$ cat config.mk
export PLATFORM = sky130hd
export DESIGN_NAME = serdes_unit_interval_measure_core
export DESIGN_NICKNAME = d
export VERILOG_FILES = /design/src/hdl/suim_pkg.sv /design/src/hdl/suim_front.sv /design/src/hdl/suim_queue.sv /design/src/hdl/suim_chan.sv /design/src/hdl/suim_back.sv /design/src/hdl/serdes_unit_interval_measure_core.sv
export SDC_FILE = /design/constraint.sdc
export NUM_CORES = 2
export LEC_CHECK = 0
export ABC_AREA = 1
export ABC_CLOCK_PERIOD_IN_PS = 19000
export BUFFER_PORTS_ARGS = -buffer_cell sky130_fd_sc_hd__buf_2
export CORE_ASPECT_RATIO = 0.9
export CORE_MARGIN = 8
export CORE_UTILIZATION = 50
export CTS_CLUSTER_SIZE = 8
export DETAILED_ROUTE_END_ITERATION = 12
export GPL_TIMING_DRIVEN = 0
export PLACE_DENSITY_LB_ADDON = 0.08
export SETUP_SLACK_MARGIN = 0.02
export SLEW_MARGIN = 20
export SYNTH_ARGS = -nofsm -noshare
export SYNTH_HDL_FRONTEND = slang
export SYNTH_SLANG_ARGS = --single-unit
$ cat constraint.sdc
create_clock -name i_clk -period 19 [get_ports i_clk]
set_clock_uncertainty 0.15 [all_clocks]
set_input_delay 3.8 -clock i_clk [delete_from_list [all_inputs] [get_ports i_clk]]
set_output_delay 3.8 -clock i_clk [all_outputs]
set_load 0.1 [all_outputs]
$ cat src/hdl/suim_pkg.sv
`default_nettype none
// ----------------------------------------------------------------------------
// suim_pkg
// Types, constants and codes shared by the unit interval measurement block.
// ----------------------------------------------------------------------------
package suim_pkg;

    localparam int MARKER_COUNT_BITS_DEF = 15;

    localparam int TIME_W     = 46;
    localparam int COUNT_IN_W = 15;
    localparam int UI_SHIFT   = 12;
    localparam int NUM_W      = TIME_W + UI_SHIFT;
    localparam int INTV_W     = 23;
    localparam int BOUND_W    = 25;
    localparam int LANES_W    = 4;
    localparam int SPEED_W    = 2;
    localparam int UI_W       = 32;
    localparam int STATUS_W   = 2;
    localparam int CFG_IDX_W  = 2;
    localparam int CFG_DATA_W = 4;

    localparam logic [TIME_W-1:0]  ONE_SECOND_FX = 46'h3B9ACA000000;
    localparam logic [INTV_W-1:0]  TX_INTERVAL   = 23'd5406720;
    localparam logic [INTV_W-1:0]  RX_INTERVAL_S = 23'd168960;
    localparam logic [INTV_W-1:0]  RX_INTERVAL_L = 23'd5406720;
    localparam logic [BOUND_W-1:0] B10_MIN       = 25'h18CC73E;
    localparam logic [BOUND_W-1:0] B10_MAX       = 25'h18D98F5;
    localparam logic [BOUND_W-1:0] B25_MIN       = 25'h09EDC00;
    localparam logic [BOUND_W-1:0] B25_MAX       = 25'h09EE420;

    localparam logic [SPEED_W-1:0] SPEED_10G = 2'd0;
    localparam logic [SPEED_W-1:0] SPEED_25G = 2'd1;

    localparam logic [STATUS_W-1:0] ST_OK    = 2'd0;
    localparam logic [STATUS_W-1:0] ST_RANGE = 2'd1;
    localparam logic [STATUS_W-1:0] ST_ZERO  = 2'd2;
    localparam logic [STATUS_W-1:0] ST_SKIP  = 2'd3;

    localparam logic [CFG_IDX_W-1:0] CFG_SPEED_MODE = 2'd0;
    localparam logic [CFG_IDX_W-1:0] CFG_RX_KR_FEC  = 2'd1;
    localparam logic [CFG_IDX_W-1:0] CFG_LANES_USED = 2'd2;

    typedef struct packed {
        logic [TIME_W-1:0]     tx_time_first;
        logic [TIME_W-1:0]     tx_time_nth;
        logic [COUNT_IN_W-1:0] tx_count_first;
        logic [COUNT_IN_W-1:0] tx_count_nth;
        logic [TIME_W-1:0]     rx_time_first;
        logic [TIME_W-1:0]     rx_time_nth;
        logic [COUNT_IN_W-1:0] rx_count_first;
        logic [COUNT_IN_W-1:0] rx_count_nth;
    } t_in;

    typedef struct packed {
        logic [UI_W-1:0]     tx_unit_interval;
        logic [STATUS_W-1:0] tx_status;
        logic [UI_W-1:0]     rx_unit_interval;
        logic [STATUS_W-1:0] rx_status;
    } t_out;

    typedef struct packed {
        logic [TIME_W-1:0]  delta;
        logic [INTV_W-1:0]  interval;
        logic [BOUND_W-1:0] lo;
        logic [BOUND_W-1:0] hi;
        logic [LANES_W-1:0] lanes;
    } t_chan_cmd;

    typedef struct packed {
        t_chan_cmd tx;
        t_chan_cmd rx;
    } t_job;

    typedef struct packed {
        logic [UI_W-1:0]     ui;
        logic [STATUS_W-1:0] status;
    } t_chan_res;

    typedef struct packed {
        logic busy;
        logic done;
    } t_chan_flags;

    typedef enum logic [2:0] {
        CH_IDLE,
        CH_MUL,
        CH_DIV_L,
        CH_LOAD_Q,
        CH_DIV_Q,
        CH_CHECK,
        CH_DONE
    } t_chan_state;

endpackage
`default_nettype wire

$ cat src/hdl/suim_front.sv
`default_nettype none
// ----------------------------------------------------------------------------
// suim_front
// Classifies one snapshot pair: wrapped time and count deltas, marker
// intervals and range bounds for each direction.
// ----------------------------------------------------------------------------
module suim_front
    import suim_pkg::*;
#(
    parameter int MARKER_COUNT_BITS = MARKER_COUNT_BITS_DEF
) (
    input  wire t_in                        i_data,
    input  wire logic [SPEED_W-1:0]         i_speed_mode,
    input  wire logic                       i_rx_kr_fec,
    input  wire logic [LANES_W-1:0]         i_lanes_used,
    output t_job                            o_job,
    output logic [MARKER_COUNT_BITS:0]      o_tx_cnt,
    output logic [MARKER_COUNT_BITS:0]      o_rx_cnt
);

    localparam int CW = MARKER_COUNT_BITS + 1;
    localparam logic [CW-1:0] CMASK  = {1'b0, {MARKER_COUNT_BITS{1'b1}}};
    localparam logic [CW-1:0] PERIOD = {1'b1, {MARKER_COUNT_BITS{1'b0}}};

    function automatic logic [TIME_W-1:0] time_delta(
        input logic [TIME_W-1:0] t0,
        input logic [TIME_W-1:0] t1
    );
        logic [TIME_W:0] diff;
        diff = {1'b0, t1} - {1'b0, t0};
        if (diff[TIME_W] || diff == '0) begin
            return diff[TIME_W-1:0] + ONE_SECOND_FX;
        end
        return diff[TIME_W-1:0];
    endfunction

    function automatic logic [CW-1:0] count_delta(
        input logic [COUNT_IN_W-1:0] c0_in,
        input logic [COUNT_IN_W-1:0] c1_in
    );
        logic [CW-1:0] c0;
        logic [CW-1:0] c1;
        c0 = CW'(c0_in) & CMASK;
        c1 = CW'(c1_in) & CMASK;
        if (c1 <= c0) begin
            return c1 + PERIOD - c0;
        end
        return c1 - c0;
    endfunction

    logic [INTV_W-1:0]  tx_int;
    logic [INTV_W-1:0]  rx_int;
    logic [BOUND_W-1:0] lo;
    logic [BOUND_W-1:0] hi;

    always_comb begin
        case (i_speed_mode)
            SPEED_10G: begin
                tx_int = TX_INTERVAL;
                lo     = B10_MIN;
                hi     = B10_MAX;
            end
            SPEED_25G: begin
                tx_int = TX_INTERVAL;
                lo     = B25_MIN;
                hi     = B25_MAX;
            end
            default: begin
                tx_int = '0;
                lo     = '0;
                hi     = '0;
            end
        endcase
        rx_int = (i_speed_mode == SPEED_25G && i_rx_kr_fec) ? RX_INTERVAL_L : RX_INTERVAL_S;
    end

    always_comb begin
        o_job.tx.delta    = time_delta(i_data.tx_time_first, i_data.tx_time_nth);
        o_job.tx.interval = tx_int;
        o_job.tx.lo       = lo;
        o_job.tx.hi       = hi;
        o_job.tx.lanes    = i_lanes_used;
        o_job.rx.delta    = time_delta(i_data.rx_time_first, i_data.rx_time_nth);
        o_job.rx.interval = rx_int;
        o_job.rx.lo       = lo;
        o_job.rx.hi       = hi;
        o_job.rx.lanes    = i_lanes_used;
        o_tx_cnt = count_delta(i_data.tx_count_first, i_data.tx_count_nth);
        o_rx_cnt = count_delta(i_data.rx_count_first, i_data.rx_count_nth);
    end

endmodule
`default_nettype wire

$ cat src/hdl/suim_queue.sv
`default_nettype none
// ----------------------------------------------------------------------------
// suim_queue
// Two-entry queue between the classifying front and the arithmetic back.
// ----------------------------------------------------------------------------
module suim_queue #(
    parameter int WIDTH = 8
) (
    input  wire logic             i_clk,
    input  wire logic             i_rst_n,
    input  wire logic             i_push,
    input  wire logic [WIDTH-1:0] i_data,
    input  wire logic             i_pop,
    output logic                  o_full,
    output logic                  o_valid,
    output logic [WIDTH-1:0]      o_data
);

    logic [WIDTH-1:0] r_mem [2];
    logic             r_wr;
    logic             r_rd;
    logic [1:0]       r_count;

    always_ff @(posedge i_clk) begin
        if (i_push) begin
            r_mem[r_wr] <= i_data;
        end
    end

    always_ff @(posedge i_clk) begin
        if (!i_rst_n) begin
            r_wr    <= 1'b0;
            r_rd    <= 1'b0;
            r_count <= '0;
        end else begin
            if (i_push) begin
                r_wr <= ~r_wr;
            end
            if (i_pop) begin
                r_rd <= ~r_rd;
            end
            if (i_push && !i_pop) begin
                r_count <= r_count + 2'd1;
            end else if (!i_push && i_pop) begin
                r_count <= r_count - 2'd1;
            end
        end
    end

    assign o_full  = r_count[1];
    assign o_valid = (r_count != '0);
    assign o_data  = r_mem[r_rd];

endmodule
`default_nettype wire

$ cat src/hdl/suim_chan.sv
`default_nettype none
// ----------------------------------------------------------------------------
// suim_chan
// One direction: count times interval, divide by lanes, then the shifted
// time delta by that divisor on one bit-serial divider; range check.
// ----------------------------------------------------------------------------
module suim_chan
    import suim_pkg::*;
#(
    parameter int MARKER_COUNT_BITS = MARKER_COUNT_BITS_DEF
) (
    input  wire logic                       i_clk,
    input  wire logic                       i_rst_n,
    input  wire logic                       i_start,
    input  wire t_chan_cmd                  i_cmd,
    input  wire logic [MARKER_COUNT_BITS:0] i_cnt,
    input  wire logic                       i_ack,
    output t_chan_flags                     o_flags,
    output t_chan_res                       o_res
);

    localparam int CW = MARKER_COUNT_BITS + 1;
    localparam int PW = CW + INTV_W;
    localparam int SW = $clog2(NUM_W);

    t_chan_state       r_state;
    t_chan_state       n_state;
    t_chan_cmd         r_cmd;
    logic [CW-1:0]     r_cnt;
    logic [NUM_W-1:0]  r_num;
    logic [PW-1:0]     r_rem;
    logic [PW-1:0]     r_den;
    logic [SW-1:0]     r_step;
    t_chan_res         r_res;

    logic [PW-1:0]     prod;
    logic [PW:0]       rem_sh;
    logic              ge;
    logic [PW:0]       rem_sub;

    assign prod    = r_cnt * r_cmd.interval;
    assign rem_sh  = {r_rem, r_num[NUM_W-1]};
    assign rem_sub = rem_sh - {1'b0, r_den};
    assign ge      = (rem_sh >= {1'b0, r_den});

    always_comb begin
        n_state = r_state;
        case (r_state)
            CH_IDLE: begin
                if (i_start) begin
                    n_state = CH_MUL;
                end
            end
            CH_MUL: begin
                n_state = (r_cmd.lanes == '0) ? CH_DONE : CH_DIV_L;
            end
            CH_DIV_L: begin
                if (r_step == '0) begin
                    n_state = CH_LOAD_Q;
                end
            end
            CH_LOAD_Q: begin
                n_state = (r_num == '0) ? CH_DONE : CH_DIV_Q;
            end
            CH_DIV_Q: begin
                if (r_step == '0) begin
                    n_state = CH_CHECK;
                end
            end
            CH_CHECK: begin
                n_state = CH_DONE;
            end
            CH_DONE: begin
                if (i_ack) begin
                    n_state = CH_IDLE;
                end
            end
            default: begin
                n_state = CH_IDLE;
            end
        endcase
    end

    always_comb begin
        o_flags.busy = (r_state != CH_IDLE);
        o_flags.done = (r_state == CH_DONE);
        o_res        = r_res;
    end

    always_ff @(posedge i_clk) begin
        if (!i_rst_n) begin
            r_state <= CH_IDLE;
        end else begin
            r_state <= n_state;
        end
    end

    always_ff @(posedge i_clk) begin
        case (r_state)
            CH_IDLE: begin
                r_cmd <= i_cmd;
                r_cnt <= i_cnt;
            end
            CH_MUL: begin
                r_num  <= NUM_W'(prod);
                r_den  <= PW'(r_cmd.lanes);
                r_rem  <= '0;
                r_step <= SW'(NUM_W - 1);
                r_res  <= '{ui: '0, status: ST_ZERO};
            end
            CH_DIV_L, CH_DIV_Q: begin
                r_rem  <= ge ? rem_sub[PW-1:0] : rem_sh[PW-1:0];
                r_num  <= {r_num[NUM_W-2:0], ge};
                r_step <= r_step - SW'(1);
            end
            CH_LOAD_Q: begin
                r_den  <= r_num[PW-1:0];
                r_num  <= {r_cmd.delta, {UI_SHIFT{1'b0}}};
                r_rem  <= '0;
                r_step <= SW'(NUM_W - 1);
            end
            CH_CHECK: begin
                r_res.ui <= (|r_num[NUM_W-1:UI_W]) ? {UI_W{1'b1}} : r_num[UI_W-1:0];
                if (r_num > NUM_W'(r_cmd.hi) || r_num < NUM_W'(r_cmd.lo)) begin
                    r_res.status <= ST_RANGE;
                end else begin
                    r_res.status <= ST_OK;
                end
            end
            default: begin
            end
        endcase
    end

endmodule
`default_nettype wire

$ cat src/hdl/suim_back.sv
`default_nettype none
// ----------------------------------------------------------------------------
// suim_back
// Runs both directions side by side on a queued job and holds the result
// in an output register.
// ----------------------------------------------------------------------------
module suim_back
    import suim_pkg::*;
#(
    parameter int MARKER_COUNT_BITS = MARKER_COUNT_BITS_DEF
) (
    input  wire logic                       i_clk,
    input  wire logic                       i_rst_n,
    input  wire logic                       i_job_valid,
    input  wire t_job                       i_job,
    input  wire logic [MARKER_COUNT_BITS:0] i_tx_cnt,
    input  wire logic [MARKER_COUNT_BITS:0] i_rx_cnt,
    output logic                            o_job_pop,
    output logic                            o_valid,
    input  wire logic                       i_stall,
    output t_out                            o_data
);

    t_chan_flags tx_flags;
    t_chan_flags rx_flags;
    t_chan_res   tx_res;
    t_chan_res   rx_res;
    logic        start;
    logic        ack;
    logic        r_out_valid;
    t_out        r_out;

    assign start = i_job_valid && !tx_flags.busy && !rx_flags.busy;
    assign ack   = tx_flags.done && rx_flags.done && (!r_out_valid || !i_stall);

    suim_chan #(
        .MARKER_COUNT_BITS(MARKER_COUNT_BITS)
    ) u_tx (
        .i_clk   (i_clk),
        .i_rst_n (i_rst_n),
        .i_start (start),
        .i_cmd   (i_job.tx),
        .i_cnt   (i_tx_cnt),
        .i_ack   (ack),
        .o_flags (tx_flags),
        .o_res   (tx_res)
    );

    suim_chan #(
        .MARKER_COUNT_BITS(MARKER_COUNT_BITS)
    ) u_rx (
        .i_clk   (i_clk),
        .i_rst_n (i_rst_n),
        .i_start (start),
        .i_cmd   (i_job.rx),
        .i_cnt   (i_rx_cnt),
        .i_ack   (ack),
        .o_flags (rx_flags),
        .o_res   (rx_res)
    );

    always_ff @(posedge i_clk) begin
        if (!i_rst_n) begin
            r_out_valid <= 1'b0;
        end else if (ack) begin
            r_out_valid <= 1'b1;
        end else if (!i_stall) begin
            r_out_valid <= 1'b0;
        end
    end

    always_ff @(posedge i_clk) begin
        if (ack) begin
            r_out.tx_unit_interval <= tx_res.ui;
            r_out.tx_status        <= tx_res.status;
            if (tx_res.status == ST_OK) begin
                r_out.rx_unit_interval <= rx_res.ui;
                r_out.rx_status        <= rx_res.status;
            end else begin
                r_out.rx_unit_interval <= '0;
                r_out.rx_status        <= ST_SKIP;
            end
        end
    end

    assign o_job_pop = start;
    assign o_valid   = r_out_valid;
    assign o_data    = r_out;

endmodule
`default_nettype wire

$ cat src/hdl/serdes_unit_interval_measure_core.sv
`default_nettype none
// ----------------------------------------------------------------------------
// serdes_unit_interval_measure_core
// Serdes TX/RX unit interval measurement from marker timestamp snapshots.
// ----------------------------------------------------------------------------
// An accepted snapshot pair is classified at once and placed in a two-entry
// queue, so the input keeps taking items while the back end is busy, until
// the queue is full. In the back end TX and RX run in parallel, and each
// runs a bit-serial divider twice (58 steps per division), which sets the
// sustained rate. Results leave through an output register.
// Configuration is applied to an item when it is accepted.
module serdes_unit_interval_measure_core
    import suim_pkg::*;
#(
    parameter int MARKER_COUNT_BITS = MARKER_COUNT_BITS_DEF
) (
    input  wire logic                  i_clk,
    input  wire logic                  i_rst_n,
    input  wire logic                  i_in_valid,
    output logic                       o_in_stall,
    input  wire t_in                   i_in_data,
    output logic                       o_out_valid,
    input  wire logic                  i_out_stall,
    output t_out                       o_out_data,
    input  wire logic                  i_cfg_we,
    input  wire logic [CFG_IDX_W-1:0]  i_cfg_index,
    input  wire logic [CFG_DATA_W-1:0] i_cfg_data
);

    localparam int CW = MARKER_COUNT_BITS + 1;
    localparam int QW = $bits(t_job) + 2 * CW;

    logic [SPEED_W-1:0] r_speed_mode;
    logic               r_rx_kr_fec;
    logic [LANES_W-1:0] r_lanes_used;

    t_job          f_job;
    logic [CW-1:0] f_tx_cnt;
    logic [CW-1:0] f_rx_cnt;
    logic          q_full;
    logic          q_valid;
    logic [QW-1:0] q_data;
    logic          q_pop;
    logic          push;
    t_job          b_job;
    logic [CW-1:0] b_tx_cnt;
    logic [CW-1:0] b_rx_cnt;

    always_ff @(posedge i_clk) begin
        if (!i_rst_n) begin
            r_speed_mode <= SPEED_10G;
            r_rx_kr_fec  <= 1'b0;
            r_lanes_used <= LANES_W'(1);
        end else if (i_cfg_we) begin
            case (i_cfg_index)
                CFG_SPEED_MODE: r_speed_mode <= i_cfg_data[SPEED_W-1:0];
                CFG_RX_KR_FEC:  r_rx_kr_fec  <= i_cfg_data[0];
                CFG_LANES_USED: r_lanes_used <= i_cfg_data[LANES_W-1:0];
                default: begin
                end
            endcase
        end
    end

    suim_front #(
        .MARKER_COUNT_BITS(MARKER_COUNT_BITS)
    ) u_front (
        .i_data       (i_in_data),
        .i_speed_mode (r_speed_mode),
        .i_rx_kr_fec  (r_rx_kr_fec),
        .i_lanes_used (r_lanes_used),
        .o_job        (f_job),
        .o_tx_cnt     (f_tx_cnt),
        .o_rx_cnt     (f_rx_cnt)
    );

    assign push       = i_in_valid && !q_full;
    assign o_in_stall = q_full;

    suim_queue #(
        .WIDTH(QW)
    ) u_queue (
        .i_clk   (i_clk),
        .i_rst_n (i_rst_n),
        .i_push  (push),
        .i_data  ({f_job, f_tx_cnt, f_rx_cnt}),
        .i_pop   (q_pop),
        .o_full  (q_full),
        .o_valid (q_valid),
        .o_data  (q_data)
    );

    assign {b_job, b_tx_cnt, b_rx_cnt} = q_data;

    suim_back #(
        .MARKER_COUNT_BITS(MARKER_COUNT_BITS)
    ) u_back (
        .i_clk       (i_clk),
        .i_rst_n     (i_rst_n),
        .i_job_valid (q_valid),
        .i_job       (b_job),
        .i_tx_cnt    (b_tx_cnt),
        .i_rx_cnt    (b_rx_cnt),
        .o_job_pop   (q_pop),
        .o_valid     (o_out_valid),
        .i_stall     (i_out_stall),
        .o_data      (o_out_data)
    );

endmodule
`default_nettype wire
==> flow_summary_export.csv <==
group,metric,value,unit
run_status,outcome,"finished, final reports clean",
floorplanning,die_y,334,um
hold_path,min-delay-start,"u_back.u_tx.o_res[25]",
place,place_hpwl,123000,um
drt,via_per_inst,5.26,
cts,cts_setup_buffers,0,
critical_path,crit_arrival,6.99,ns
drt,drt_first_iter_violations,3302,
layout,final_common_cell,"nand2_1",
drt,ant_nets,0,
sta,min_period_over_period,35.4,%
layout,final_cell_mix,"nand2_1, inv_1, edfxtp_1, nor2_1, ha_1",
sta,worst_pin_slew,1.02,ns
sta,drv_slew,0,
drt,drc,0,
drt,routed_wl,152000,um
cts,numCtsBuffers,117,
floorplanning,rows,116,
sta,setup_viol,0,
sta,hold_violations,0,
sta,fmax,149,MHz
critical_path,cp_max_fo,10,
yosys,synthesis.nets,7266,
cts,ctsHoldBuffers,0,
floorplanning,core-area,0.111,mm2
critical_path,critPathKind,"primary input to flop",
sta,min_period,6.73,ns
yosys,ys_seq_area_share,45.0,%
yosys,synthFlopType,"edfxtp_1",
place,port_buffers,324,
drt,drtPass1Iterations,6,
critical_path,start_kind,"primary input",
hold_path,hold_path_class,"flop to flop",
flow_run,max_cap_viol_count,0,
yosys,synthesis.area,0.0560,mm2
cts,htree_levels,3,
sta,maxSlewHeadroom,31.5,%
yosys,synth_edf_count,826,
critical_path,cp-end-kind,"flop",
critical_path,cp-startpoint,"i_in_data[30]",
drt,wl_per_cell,18.0,um
floorplanning,start_util,50.4,%
yosys,synthTopCellsByArea,"edfxtp_1, ha_1, nand2_1, inv_1, a21oi_1",
critical_path,rr_startpoint,"u_back.u_rx.r_cmd[66]",
sta,setup_tns,0,ns
floorplanning,pin_count,325,
yosys,synth-async-reset-ratio,0,%
global_routing,antenna_found_initial,9,
cts,tritoncts,"yes",
floorplanning,dieArea,0.123,mm2
global_routing,grt_pass1_vias,43247,
critical_path,required,19.26,ns
layout,syn2layout_area_growth,13.3,%
yosys,syn_avg_cell_area,8.68,um2
global_routing,globalRoute.totalOverflow,0,
cts,cts_sinks,845,
global_routing,grt_max_degree,56,
yosys,postSynthCellCount,6458,
floorplanning,die_w,369,um
cts,clockRootBuffer,"clkbuf_16",
global_routing,grt_use_total,24.1,%
layout,fillCellCount,10187,
yosys,synth-seq-cells,845,
place,routabilityCongestion,0.946,
yosys,synth_cell_types,53,
drt,vias,44482,
cts,clockBufferDepth,3,
cts,clk_pin_slew,0.05,ns
yosys,synth_largest_area_cell,"edfxtp_1",
sta,rsz0062_at_grt,"false",
yosys,ys.warnings.count,0,
cts,cts_resized,0,
layout,nNetsFinal,7733,
global_routing,grt_pass1_wl,238000,um
cts,worstSkewPairLatency,0.71,ns
layout,drive_gt1_share,10.1,%
yosys,synth_top_area_share,44.3,%
## worst max-delay path, stage by stage
cell,delay (ns)
buf_2,0.07
inv_1,0.03
ha_1,0.22
fa_1,0.40
inv_1,0.12
nand2_1,0.08
nand3_2,0.11
nand2_1,0.08
nand2_1,0.20
nand2_1,0.15
nand2_1,0.10
nand2_1,0.06
nand2_1,0.16
nand2_1,0.13
nor2_1,0.13
nand2_1,0.07
nor3_1,0.41
nand2_1,0.13
nand2_2,0.11
buf_6,0.16
buf_8,0.14
o21ai_0,0.12
## per-stage QoR
step | util, % | setup slack, ns | hold WS, ns | instance area, um2 | instances
after floorplan | - | 8.78 | 0.250 | 56000 | 6458
after global routing | 57.1 | 11.84 | 0.274 | 63500 | 8454
after CTS | 57.1 | 12.33 | 0.269 | 63500 | 8453
after detailed placement | 54.1 | 11.58 | 0.255 | 60200 | 8281
after global placement | 53.5 | 4.74 | 0.253 | 59500 | 8257
final | 57.1 | 12.27 | 0.266 | 63500 | 8455
## metal layers
layer / track usage, % / part of all wire, % / vias to the layer above
met1: 36.0 / 49 / 20705
met4: 6.35 / 2.5 / 2
met5: 0 / 0.0085 / -
met3: 4.41 / 6.5 / 206
li1: - / - / 22279
met2: 36.0 / 42 / 1290
## cell families after synthesis
group                      after synthesis  synth area share, %
and+or+nand+nor                       2513                 18.5
buffers and inverters                 1344                 9.09
AOI/OAI and AO/OA                      930                 9.35
DFF                                    845                 45.0
adders and majority gates              553                 13.3
xor gates and xnor gates               140                 2.19
muxes                                  133                 2.67
## cells in the mapped netlist (75+ instances only)
cell type	count
clkbuf_1	85
xor2_1	75
ha_1	483
nand2_1	1532
mux2_2	133
edfxtp_1	826
nor2_1	531
inv_1	1234
a21oi_1	411
nand4_1	79
o21ai_0	290
nand3_1	211
## final timing paths
path	cells past startpoint	slack [ns]	to
setup / recovery	22	12.27	u_queue.r_mem[0][149]
hold / removal	0	0.27	u_back.o_data[59]
setup reg to reg	24	12.31	u_back.u_rx.r_num[38]
hold reg to reg	0	0.27	u_back.o_data[59]
## final cells by class
type | instances | area [um2] | area share, %
Antenna cell | 2 | 5.00 | 0.00788
Buffer | 104 | 445 | 0.702
Clock buffer | 163 | 3160 | 4.98
Clock inverter | 9 | 154 | 0.242
Inverter | 1240 | 4660 | 7.34
Multi-Input combinational cell | 4269 | 25800 | 40.7
Sequential cell | 845 | 25200 | 39.7
Tap cell | 1475 | 1850 | 2.91
Timing Repair Buffer | 348 | 2210 | 3.48
## registers in the layout (all words and copies together) (netlist names), 16 cells and up, named ones only
name               count
u_back.u_rx.r_rem     39
u_back.u_tx.r_cnt     16
u_back.u_tx.r_rem     39
u_back.u_tx.r_num     58
u_queue.r_mem        266
u_back.u_rx.r_num     58
u_back.u_tx.o_res     34
u_back.u_rx.r_cmd     55
u_back.u_rx.o_res     34
u_back.o_data         68
u_back.u_tx.r_den     39
u_back.u_rx.r_cnt     16
u_back.u_rx.r_den     39
u_back.u_tx.r_cmd     53
Power is left out: the tool's default activity adds up to more than one toggle a clock period on the data nets, which glitch-free logic cannot reach.
